$ cat src/design/mhtq_pkg.sv
// Shared types, codes and widths for the min-heap timer queue.
package mhtq_pkg;

	localparam int CMD_W  = 3;
	localparam int ID_W   = 10;
	localparam int TMO_W  = 31;
	localparam int TIME_W = 48;
	localparam int DLY_W  = 32;
	localparam int EV_W   = 2;
	localparam int ST_W   = 2;
	localparam int SLOT_W = 6;

	localparam logic [CMD_W-1:0] CMD_ADD    = 3'd0;
	localparam logic [CMD_W-1:0] CMD_ADJUST = 3'd1;
	localparam logic [CMD_W-1:0] CMD_FIRE   = 3'd2;
	localparam logic [CMD_W-1:0] CMD_TICK   = 3'd3;
	localparam logic [CMD_W-1:0] CMD_CLEAR  = 3'd4;

	localparam logic [EV_W-1:0] EV_DONE    = 2'd0;
	localparam logic [EV_W-1:0] EV_EXPIRED = 2'd1;
	localparam logic [EV_W-1:0] EV_FIRED   = 2'd2;
	localparam logic [EV_W-1:0] EV_DELAY   = 2'd3;

	localparam logic [ST_W-1:0] ST_OK       = 2'd0;
	localparam logic [ST_W-1:0] ST_NOTFOUND = 2'd1;
	localparam logic [ST_W-1:0] ST_FULL     = 2'd2;

	localparam logic [DLY_W-1:0] DLY_EMPTY = 32'hFFFF_FFFF;
	localparam logic [DLY_W-1:0] DLY_SAT   = 32'h7FFF_FFFF;

	typedef struct packed {
		logic [ID_W-1:0]   id;
		logic [TIME_W-1:0] exp;
	} entry_t;

	typedef enum logic [2:0] {
		RD_NONE, RD_MAP, RD_ROOT, RD_LAST, RD_KIDS, RD_PARENT
	} rd_sel_t;

	typedef enum logic [1:0] {WR_NONE, WR_KID, WR_PARENT, WR_CUR} hwr_t;
	typedef enum logic [1:0] {CUR_HOLD, CUR_INPUT, CUR_LAST} cur_op_t;
	typedef enum logic [2:0] {
		IDX_HOLD, IDX_SLOT, IDX_ZERO, IDX_COUNT, IDX_KID, IDX_PARENT
	} idx_op_t;
	typedef enum logic [1:0] {CNT_HOLD, CNT_CLR, CNT_INC, CNT_DEC} cnt_op_t;
	typedef enum logic [2:0] {
		RES_HOLD, RES_OK, RES_NOTFOUND, RES_FULL, RES_FIRED, RES_EXPIRED,
		RES_DELAY, RES_EMPTY
	} res_op_t;

	typedef struct packed {
		logic    ld_in;
		rd_sel_t rd_sel;
		hwr_t    hwr;
		cur_op_t cur_op;
		idx_op_t idx_op;
		cnt_op_t cnt_op;
		res_op_t res_op;
		logic    emit;
		logic    clr_wr;
	} ctrl_cmd_t;

	typedef struct packed {
		logic [CMD_W-1:0]  cmd;
		logic [SLOT_W-1:0] count;
		logic              in_range;
		logic              known;
		logic              full;
		logic              slot_lt_last;
		logic              count_gt1;
		logic              count_zero;
		logic              kids_exist;
		logic              sink_stop;
		logic              parent_less;
		logic              idx_zero;
		logic              root_expired;
		logic              moved;
		logic              out_free;
		logic              clr_done;
	} dp_stat_t;

endpackage

$ cat src/design/mhtq_ctrl.sv
// Sequencer for the timer queue: decode, lookup, sift loops, tick loop, result emit.
module mhtq_ctrl (
	input  logic                clk,
	input  logic                arst_n,
	input  logic                s_tvalid,
	output logic                s_tready,
	input  mhtq_pkg::dp_stat_t  st,
	output mhtq_pkg::ctrl_cmd_t cmd
);
	import mhtq_pkg::*;

	typedef enum logic [14:0] {
		S_CLR    = 15'b000000000000001,
		S_IDLE   = 15'b000000000000010,
		S_DEC    = 15'b000000000000100,
		S_MAP    = 15'b000000000001000,
		S_VER    = 15'b000000000010000,
		S_RM_LD  = 15'b000000000100000,
		S_SK_RD  = 15'b000000001000000,
		S_SK_CMP = 15'b000000010000000,
		S_RS_RD  = 15'b000000100000000,
		S_RS_CMP = 15'b000001000000000,
		S_PLACE  = 15'b000010000000000,
		S_TK_RD  = 15'b000100000000000,
		S_TK_CHK = 15'b001000000000000,
		S_TK_OUT = 15'b010000000000000,
		S_EMIT   = 15'b100000000000000
	} state_t;

	state_t state_q, state_d;

	assign s_tready = (state_q == S_IDLE);

	always_ff @(posedge clk or negedge arst_n) begin
		if (!arst_n) begin
			state_q <= S_CLR;
		end else begin
			state_q <= state_d;
		end
	end

	always_comb begin
		cmd     = '0;
		state_d = state_q;
		unique case (state_q)
			S_CLR: begin
				cmd.clr_wr = 1'b1;
				if (st.clr_done) state_d = S_IDLE;
			end
			S_IDLE: begin
				if (s_tvalid) begin
					cmd.ld_in = 1'b1;
					state_d   = S_DEC;
				end
			end
			S_DEC: begin
				priority if (st.cmd == CMD_ADD || st.cmd == CMD_ADJUST ||
				             st.cmd == CMD_FIRE) begin
					state_d = S_MAP;
				end else if (st.cmd == CMD_TICK) begin
					state_d = S_TK_RD;
				end else if (st.cmd == CMD_CLEAR) begin
					cmd.cnt_op = CNT_CLR;
					cmd.res_op = RES_OK;
					state_d    = S_EMIT;
				end else begin
					cmd.res_op = RES_OK;
					state_d    = S_EMIT;
				end
			end
			S_MAP: begin
				cmd.rd_sel = RD_MAP;
				state_d    = S_VER;
			end
			S_VER: begin
				priority if (st.cmd == CMD_ADD && !st.in_range) begin
					cmd.res_op = RES_NOTFOUND;
					state_d    = S_EMIT;
				end else if ((st.cmd == CMD_ADD || st.cmd == CMD_ADJUST) && st.known) begin
					cmd.res_op = RES_OK;
					cmd.cur_op = CUR_INPUT;
					cmd.idx_op = IDX_SLOT;
					state_d    = S_SK_RD;
				end else if (st.cmd == CMD_ADD && st.full) begin
					cmd.res_op = RES_FULL;
					state_d    = S_EMIT;
				end else if (st.cmd == CMD_ADD) begin
					cmd.res_op = RES_OK;
					cmd.cur_op = CUR_INPUT;
					cmd.idx_op = IDX_COUNT;
					cmd.cnt_op = CNT_INC;
					state_d    = S_RS_RD;
				end else if (!st.known) begin
					cmd.res_op = RES_NOTFOUND;
					state_d    = S_EMIT;
				end else if (st.cmd == CMD_FIRE) begin
					cmd.res_op = RES_FIRED;
					cmd.idx_op = IDX_SLOT;
					if (st.slot_lt_last) begin
						cmd.rd_sel = RD_LAST;
						state_d    = S_RM_LD;
					end else begin
						cmd.cnt_op = CNT_DEC;
						state_d    = S_EMIT;
					end
				end else begin
					cmd.res_op = RES_OK;
					state_d    = S_EMIT;
				end
			end
			S_RM_LD: begin
				cmd.cur_op = CUR_LAST;
				cmd.cnt_op = CNT_DEC;
				state_d    = S_SK_RD;
			end
			S_SK_RD: begin
				priority if (st.kids_exist) begin
					cmd.rd_sel = RD_KIDS;
					state_d    = S_SK_CMP;
				end else if (st.moved) begin
					state_d = S_PLACE;
				end else begin
					state_d = S_RS_RD;
				end
			end
			S_SK_CMP: begin
				priority if (!st.sink_stop) begin
					cmd.hwr    = WR_KID;
					cmd.idx_op = IDX_KID;
					state_d    = S_SK_RD;
				end else if (st.moved) begin
					state_d = S_PLACE;
				end else begin
					state_d = S_RS_RD;
				end
			end
			S_RS_RD: begin
				if (st.idx_zero) begin
					state_d = S_PLACE;
				end else begin
					cmd.rd_sel = RD_PARENT;
					state_d    = S_RS_CMP;
				end
			end
			S_RS_CMP: begin
				if (st.parent_less) begin
					state_d = S_PLACE;
				end else begin
					cmd.hwr    = WR_PARENT;
					cmd.idx_op = IDX_PARENT;
					state_d    = S_RS_RD;
				end
			end
			S_PLACE: begin
				cmd.hwr = WR_CUR;
				state_d = (st.cmd == CMD_TICK) ? S_TK_RD : S_EMIT;
			end
			S_TK_RD: begin
				if (st.count_zero) begin
					cmd.res_op = RES_EMPTY;
					state_d    = S_EMIT;
				end else begin
					cmd.rd_sel = RD_ROOT;
					state_d    = S_TK_CHK;
				end
			end
			S_TK_CHK: begin
				if (st.root_expired) begin
					cmd.res_op = RES_EXPIRED;
					state_d    = S_TK_OUT;
				end else begin
					cmd.res_op = RES_DELAY;
					state_d    = S_EMIT;
				end
			end
			S_TK_OUT: begin
				if (st.out_free) begin
					cmd.emit   = 1'b1;
					cmd.idx_op = IDX_ZERO;
					if (st.count_gt1) begin
						cmd.rd_sel = RD_LAST;
						state_d    = S_RM_LD;
					end else begin
						cmd.cnt_op = CNT_DEC;
						state_d    = S_TK_RD;
					end
				end
			end
			S_EMIT: begin
				if (st.out_free) begin
					cmd.emit = 1'b1;
					state_d  = S_IDLE;
				end
			end
			default: state_d = S_IDLE;
		endcase
	end
endmodule

$ cat config.mk
export PLATFORM = sky130hd
export DESIGN_NAME = mhtq_ctrl
export DESIGN_NICKNAME = d
export VERILOG_FILES = /design/src/design/mhtq_pkg.sv /design/src/design/mhtq_ctrl.sv
export SDC_FILE = /design/constraint.sdc
export NUM_CORES = 1
export LEC_CHECK = 0
export ABC_AREA = 1
export BUFFER_PORTS_ARGS = -buffer_cell sky130_fd_sc_hd__buf_2
export CAP_MARGIN = 5
export CORE_MARGIN = 10
export CORE_UTILIZATION = 54
export CTS_BUF_LIST = sky130_fd_sc_hd__clkbuf_8 sky130_fd_sc_hd__clkbuf_16
export CTS_CLUSTER_DIAMETER = 60
export DETAILED_ROUTE_END_ITERATION = 8
export HOLD_SLACK_MARGIN = 0.05
export PLACE_DENSITY_LB_ADDON = 0.12
export SLEW_MARGIN = 0
export SYNTH_ARGS = -nofsm -noshare
export SYNTH_HDL_FRONTEND = slang
export SYNTH_SLANG_ARGS = --single-unit
export TNS_END_PERCENT = 50
$ cat constraint.sdc
create_clock -name clk -period 3.98 [get_ports clk]
set_input_delay 0.199 -clock clk [delete_from_list [all_inputs] [get_ports clk]]
set_output_delay 0.199 -clock clk [all_outputs]
set_load 0.02 [all_outputs]
# Yosys cells after proc, flatten, opt, wreduce, memory -nomap -nowiden
# Cells that the tools add are included.
# classes
n_eq_ne,23
muxes,70
n_reduce_logical,9
# op_table
operator,n
15-bit 2-to-1 mux,16
15-bit one-hot mux with 15 select lines,1
11-bit 2-to-1 mux,4
3-bit 2-to-1 mux,12
2-bit 2-to-1 mux,15
3-bit one-hot mux with 4 select lines,2
3-bit one-hot mux with 6 select lines,1
4-bit 2-to-1 mux,4
15-bit by 1-bit equality test with 1-bit output (second input constant),1
15-bit by 10-bit equality test with 1-bit output (second input constant),1
15-bit by 11-bit equality test with 1-bit output (second input constant),1
15-bit by 12-bit equality test with 1-bit output (second input constant),1
15-bit by 13-bit equality test with 1-bit output (second input constant),1
15-bit by 14-bit equality test with 1-bit output (second input constant),1
15-bit equality test (second input constant),1
15-bit by 2-bit equality test with 1-bit output (second input constant),1
15-bit by 3-bit equality test with 1-bit output (second input constant),1
15-bit by 4-bit equality test with 1-bit output (second input constant),1
15-bit by 5-bit equality test with 1-bit output (second input constant),1
15-bit by 6-bit equality test with 1-bit output (second input constant),1
15-bit by 7-bit equality test with 1-bit output (second input constant),1
15-bit by 8-bit equality test with 1-bit output (second input constant),1
15-bit by 9-bit equality test with 1-bit output (second input constant),1
12-bit 2-to-1 mux,1
16 further kinds,31
# word_totals
regBits,15
input_bits,26
out_inout_bits,19
wordCells,103

# Longest topological paths before layout
# Gate-level depths: netlist of the first run.
# depth
word_depth,8
ltp_mapped,11
mapped_depth_nobuf,11

# Worst setup path before layout of the first run
# No wires, ideal clock.
# synth_timing
path_kind,reg-to-output
start,register state_q[12]
end,output port cmd[7] in the netlist's numbering
t_arrival_ns,1.493
t_required_ns,3.781
path_slack_ns,2.288
path_stages_with_launch,8
n_path_buf,0
path_cell_list,dfrtp_1 > nor2_4 > nand2_4 > nor2_8 > nand3_4 > nor2_4 > inv_1 > o211ai_1
# synth_lines
element,line_no,text
start: declaration,mhtq_ctrl.sv:30,"state_t state_q, state_d;"
start signal: assignment,mhtq_ctrl.sv:38,state_q <= state_d;
end: declaration,mhtq_ctrl.sv:8,output mhtq_pkg::ctrl_cmd_t cmd

==> results of run 1 <==
power breakdown:
group          switching (mW)  internal, mW
logic                   0.210        0.0916
registers              0.0145         0.167
clock network          0.0551        0.0684
timing repair:
| action | in CTS | in global routing |
|---|---|---|
| endpoints found under the hold margin | 14 | 0 |
| buffers inserted | 0 | 0 |
| hold buffers | 1 | 0 |
synth_stat cells (all sizes together):
cell,n,area (um2)
o21bai,2,15.0
nand3,15,97.6
o21a,1,7.51
buf,1,20.0
o2111ai,2,17.5
nand4,3,18.8
o221ai,2,17.5
nor3,5,25.0
dfstp,1,26.3
nand2,52,248
a211oi,1,7.51
o22ai,3,18.8
clkinv,1,5.00
a21o,1,7.51
dfrtp,14,350
nand3b,1,7.51
o211ai,1,7.51
a21oi,4,20.0
inv,35,131
nor2,55,288
o21ai,8,43.8
worst paths after layout:
path,start,endpoint,slack (ns),cells past startpoint
setup / recovery,state_q[1]$_DFFE_PN0P_,cmd[14],1.67,8
hold reg to reg,state_q[14]$_DFFE_PN0P_,state_q[14]$_DFFE_PN0P_,0.60,2
setup reg to reg,state_q[1]$_DFFE_PN0P_,state_q[1]$_DFFE_PN0P_,2.14,10
hold / removal,st[8],state_q[12]$_DFFE_PN0P_,0.13,2
min in group asynchronous,arst_n,state_q[11]$_DFFE_PN0P_,0.39,2
max in group asynchronous,arst_n,state_q[0]$_DFFE_PN1P_,3.29,2
layout make-up:
| type | count | area (um2) | area share |
|---|---|---|---|
| well taps | 30 | 37.5 | 0.0228 |
| clock inverters | 1 | 3.75 | 0.00228 |
| inverters | 36 | 136 | 0.0830 |
| repair buffers | 39 | 200 | 0.122 |
| clock buffers | 3 | 41.3 | 0.0251 |
| multi-input cells | 156 | 847 | 0.516 |
| flip-flops and latches | 15 | 377 | 0.229 |
worst max-delay path, stage by stage, from the launching register on:
cell and delay (ns):
dfrtp_1 0.40, nor2_2 0.20, nand2_2 0.13, nor2_4 0.35, nand2_1 0.20, nor2_1 0.16
nand2_1 0.09, o2111ai_1 0.11, buf_2 0.20
kinds of logic (layout without fill, tap and decap cells):
logic type / count (synthesis) / in the layout / share of synthesized area
AND/OR/NAND/NOR: 131 / 131 / 0.496
AO/OA/AOI/OAI: 25 / 25 / 0.118
flip-flops: 15 / 15 / 0.273
buffers and inverters: 37 / 79 / 0.113
per-stage QoR:
| stage | utilization | total power [mW] | hold slack [ns] | std cells | setup slack [ns] |
|---|---|---|---|---|---|
| 2_1_floorplan | - | 0.434 | -0.0966 | 208 | 2.29 |
| 3_3_place_gp | 0.647 | 0.481 | 0.128 | 275 | 1.97 |
| 3_5_place_dp | 0.647 | 0.485 | 0.128 | 275 | 1.95 |
| 4_1_cts | 0.669 | 0.609 | 0.127 | 280 | 1.69 |
| 5_1_grt | 0.669 | 0.660 | 0.122 | 280 | 1.42 |
| 6_report | 0.669 | 0.607 | 0.128 | 280 | 1.67 |
per-layer routing:
layer,vias up,track usage,share of wire
met5,-,0,0
met4,0,0.0495,0.017
met3,8,0.0391,0.050
met2,43,0.233,0.43
met1,628,0.189,0.50
li1,741,-,-
placed cells by master (no fill, tap or decap), types with 5 or more instances in the layout:
| cell type | count |
|---|---|
| nand3_1 | 12 |
| nand2_4 | 5 |
| nor2_2 | 5 |
| nor2_1 | 42 |
| nand2_1 | 41 |
| nor2_4 | 7 |
| inv_1 | 36 |
| o21ai_0 | 7 |
| nand2_2 | 6 |
| nor3_1 | 5 |
| dfrtp_1 | 14 |
| buf_2 | 38 |
==> results.toml, run 1 <==
[hold_path]
hp-class = "input pin to flop"

[routing]
drc = 0
ant_nets = 0
drt-wirelength-per-cell_um = 12.9
via_per_inst = 5.07
num_vias = 1420
drtPass1Iterations = 4
drt_iter0_markers = 96
drt_wl_total_um = 3600

[timing]
final.period_utilization = 0.581
setup_violations = 0
slew_headroom = 0.745
fin_tns_setup_ns = 0
worst_pin_slew_ns = 0.381
grt_setup_unrepaired = "no"
hold_violations = 0
skew_ns = 0.00225
period_minus_slack_ns = 2.31
drv_slew = 0
timing.fmax_ghz = 0.433

[final_layout]
largest_reg_flops = 15
antennaDiodeCount = 0
stdcell_area_um2 = 1640
reg_top3 = "state_q: 15 flops"
nets = 277
drive_above_1_share = 0.284
fillers = 229
syn2layout_area_growth_pct = 19.0
regMostFlops = "state_q"

[yosys]
synth_cell_types = 29
syn_inst = 208
syn_area_per_cell_um2 = 6.63
synth_nets = 234
synth_area_um2 = 1380
seq_area_frac_synth = 0.273
synth_seq_cells = 15
yosysWarnings = 0

[outcome]
status = "finished, final reports clean"

[placement]
dp_hpwl_um = 3020
place_area_um2 = 1590
port_buffers = 38
gp_congestion = 0.900

[floorplanning]
start_util = 0.562
die_h_um = 70.6
io_pins = 45
core-area_um2 = 2450
dieArea_um2 = 4980
rows = 18
die_w_um = 70.6

[global_route]
grt_pass1_wl_um = 6170
grt_start_max_net_pins = 16
grt_pass1_vias = 1444
track_usage = 0.147
grt-ovfl-total = 0
antenna_found_initial = 0

[clocking]
cts_tree = "yes"
cts_made_buffers = 3
clkTransAtPathRegs_ns = 0.06
insertion_delay_ns = 0.25
cts_resized = 0
clkSinkCount = 15
htreeDepth = 1
clock-root-buffer = "clkbuf_8"
clock_path_buffers = 2

[setup_path]
crit_required_ns = 3.78
end_kind = "output pin"
criticalPathCategory = "flop to output pin"
critPathLaunchType = "flop"
worstPathMaxFanout = 11
cp.arrival_ns = 2.11

[pwr]
p_per_area_nw_per_um2 = 370
cellLeakagePower_nw = 0.996
ir_drop_mv = 0.575

[job]
maxCapViolations = 0
Note: power is estimated with default switching activity, not from simulation.
==> inputs of run 2 (changes only) <==
CORE_UTILIZATION = 46   (was 54)
clock period = 2.1 ns   (was 3.98 ns; I/O delays follow)
==> results.toml, run 2 (synthesis gave the netlist of run 1 again) <==
[outcome]
status = "finished, final reports clean"

[setup_path]
worstPathMaxFanout = 6
slowest_stage = "dfrtp_1"
end_kind = "output pin"
criticalPathCategory = "flop to output pin"
critPathLaunchType = "flop"
critPathMostFrequentCell = "nor2_4"
cp_slowest_stage_delay_ns = 0.42
crit_required_ns = 2.00
cp_cell_sequence = "nor2_4, nand2_4, nor2_8, nand3_4, nor2_4, inv_1, o211ai_1, buf_2"
cp.arrival_ns = 1.89

[pwr]
power_mw = 1.23
p_per_area_nw_per_um2 = 710
ir_drop_mv = 0.708
cellLeakagePower_nw = 1.03

[global_route]
antenna_found_initial = 0
grt-ovfl-total = 0
grt_pass1_wl_um = 6290
track_usage = 0.144
grt_start_max_net_pins = 16
grt_pass1_vias = 1449

[final_layout]
fillers = 286
layout.area.seq_um2 = 377
reg_top3 = "state_q: 15 flops"
fin_util = 0.616
drive_above_1_share = 0.309
antennaDiodeCount = 0
regMostFlops = "state_q"
largest_reg_flops = 15
syn2layout_area_growth_pct = 25.1
stdcell_area_um2 = 1730
final_cells = 287
mostFrequentLayoutCells = "nor2_1, nand2_1, inv_1, buf_2, dfrtp_1"
multi_input_area_um2 = 877
nets = 283
final_common_cell = "nor2_1"

[clocking]
clkTransAtPathRegs_ns = 0.07
clkSinkCount = 15
cts_made_buffers = 3
htreeDepth = 1
cts_tree = "yes"
clock-root-buffer = "clkbuf_8"
insertion_delay_ns = 0.25
clock_path_buffers = 2

[timing]
timing.fmax_ghz = 0.502
drv_slew = 0
hold_slack_ns = 0.0545
worst_slack_ns = 0.106
skew_ns = 0.00233
slew_headroom = 0.764
fin_tns_setup_ns = 0
setup_violations = 0
period_minus_slack_ns = 1.99
final.period_utilization = 0.949
worst_pin_slew_ns = 0.355
hold_violations = 0

[routing]
num_vias = 1431
ant_nets = 0
via_per_inst = 4.99
drtPass1Iterations = 4
drc = 0
drt-wirelength-per-cell_um = 13.2
drt_iter0_markers = 71
drt_wl_total_um = 3790

[placement]
dp_hpwl_um = 3140
dp_cells = 277
port_buffers = 38
gp_congestion = 0.919
pre_cts_ws_ns = 0.338
place_area_um2 = 1600

[floorplanning]
die_w_um = 74.8
die_h_um = 74.8
rows = 19
start_util = 0.492
io_pins = 45
dieArea_um2 = 5590
core-area_um2 = 2810

[hold_path]
hp-class = "input pin to flop"

[job]
maxCapViolations = 0
-- run 2: cell count changes in the layout (fill, tap and decap cells not counted), sizes merged --
cell | previous run | this run
buf | 38 | 43
dlygate4sd3 | 1 | 2
-- run 2: per-layer routing --
layer	track usage	vias up	share of wire
met5	0	-	0
met1	0.178	632	0.46
met3	0.0552	2	0.094
met2	0.216	42	0.43
li1	-	755	-
met4	0.0672	0	0.012
-- run 2: repair_timing --
action	in CTS	in global routing
buffers inserted	0	4
setup endpoints to repair	0	9
hold buffers	2	0
hold endpoints to repair	15	0
gates resized for setup	0	9
-- run 2: layout make-up --
type                            count  area share
Clock buffer                        3      0.0239
Clock inverter                      1     0.00217
Inverter                           36      0.0790
Multi-Input combinational cell    156       0.508
Sequential cell                    15       0.218
Tap cell                           31      0.0225
Timing Repair Buffer               45       0.146
-- run 2: final timing paths --
check	startpoint	endpoint	slack, ns	cells past startpoint
worst max-delay path	state_q[10]$_DFFE_PN0P_	cmd[7]	0.11	8
worst min-delay path	st[2]	state_q[8]$_DFFE_PN0P_	0.05	2
worst max register to register	state_q[0]$_DFFE_PN1P_	state_q[1]$_DFFE_PN0P_	0.36	10
worst min register to register	state_q[14]$_DFFE_PN0P_	state_q[14]$_DFFE_PN0P_	0.58	2
max in group asynchronous	arst_n	state_q[0]$_DFFE_PN1P_	1.50	2
min in group asynchronous	arst_n	state_q[10]$_DFFE_PN0P_	0.29	2
-- run 2: report_power, final --
part	internal [mW]	switching (mW)	total, mW
logic	0.217	0.419	0.636
registers	0.317	0.0359	0.353
clock network	0.129	0.108	0.237
-- run 2: critical path: cells and delay by family (launching register included) --
| family | cells | cell delay [ns] |
|---|---|---|
| and+or+nand+nor | 5 | 0.75 |
| DFF | 1 | 0.42 |
| buffers and inverters | 2 | 0.30 |
| AOI/OAI and AO/OA | 1 | 0.16 |
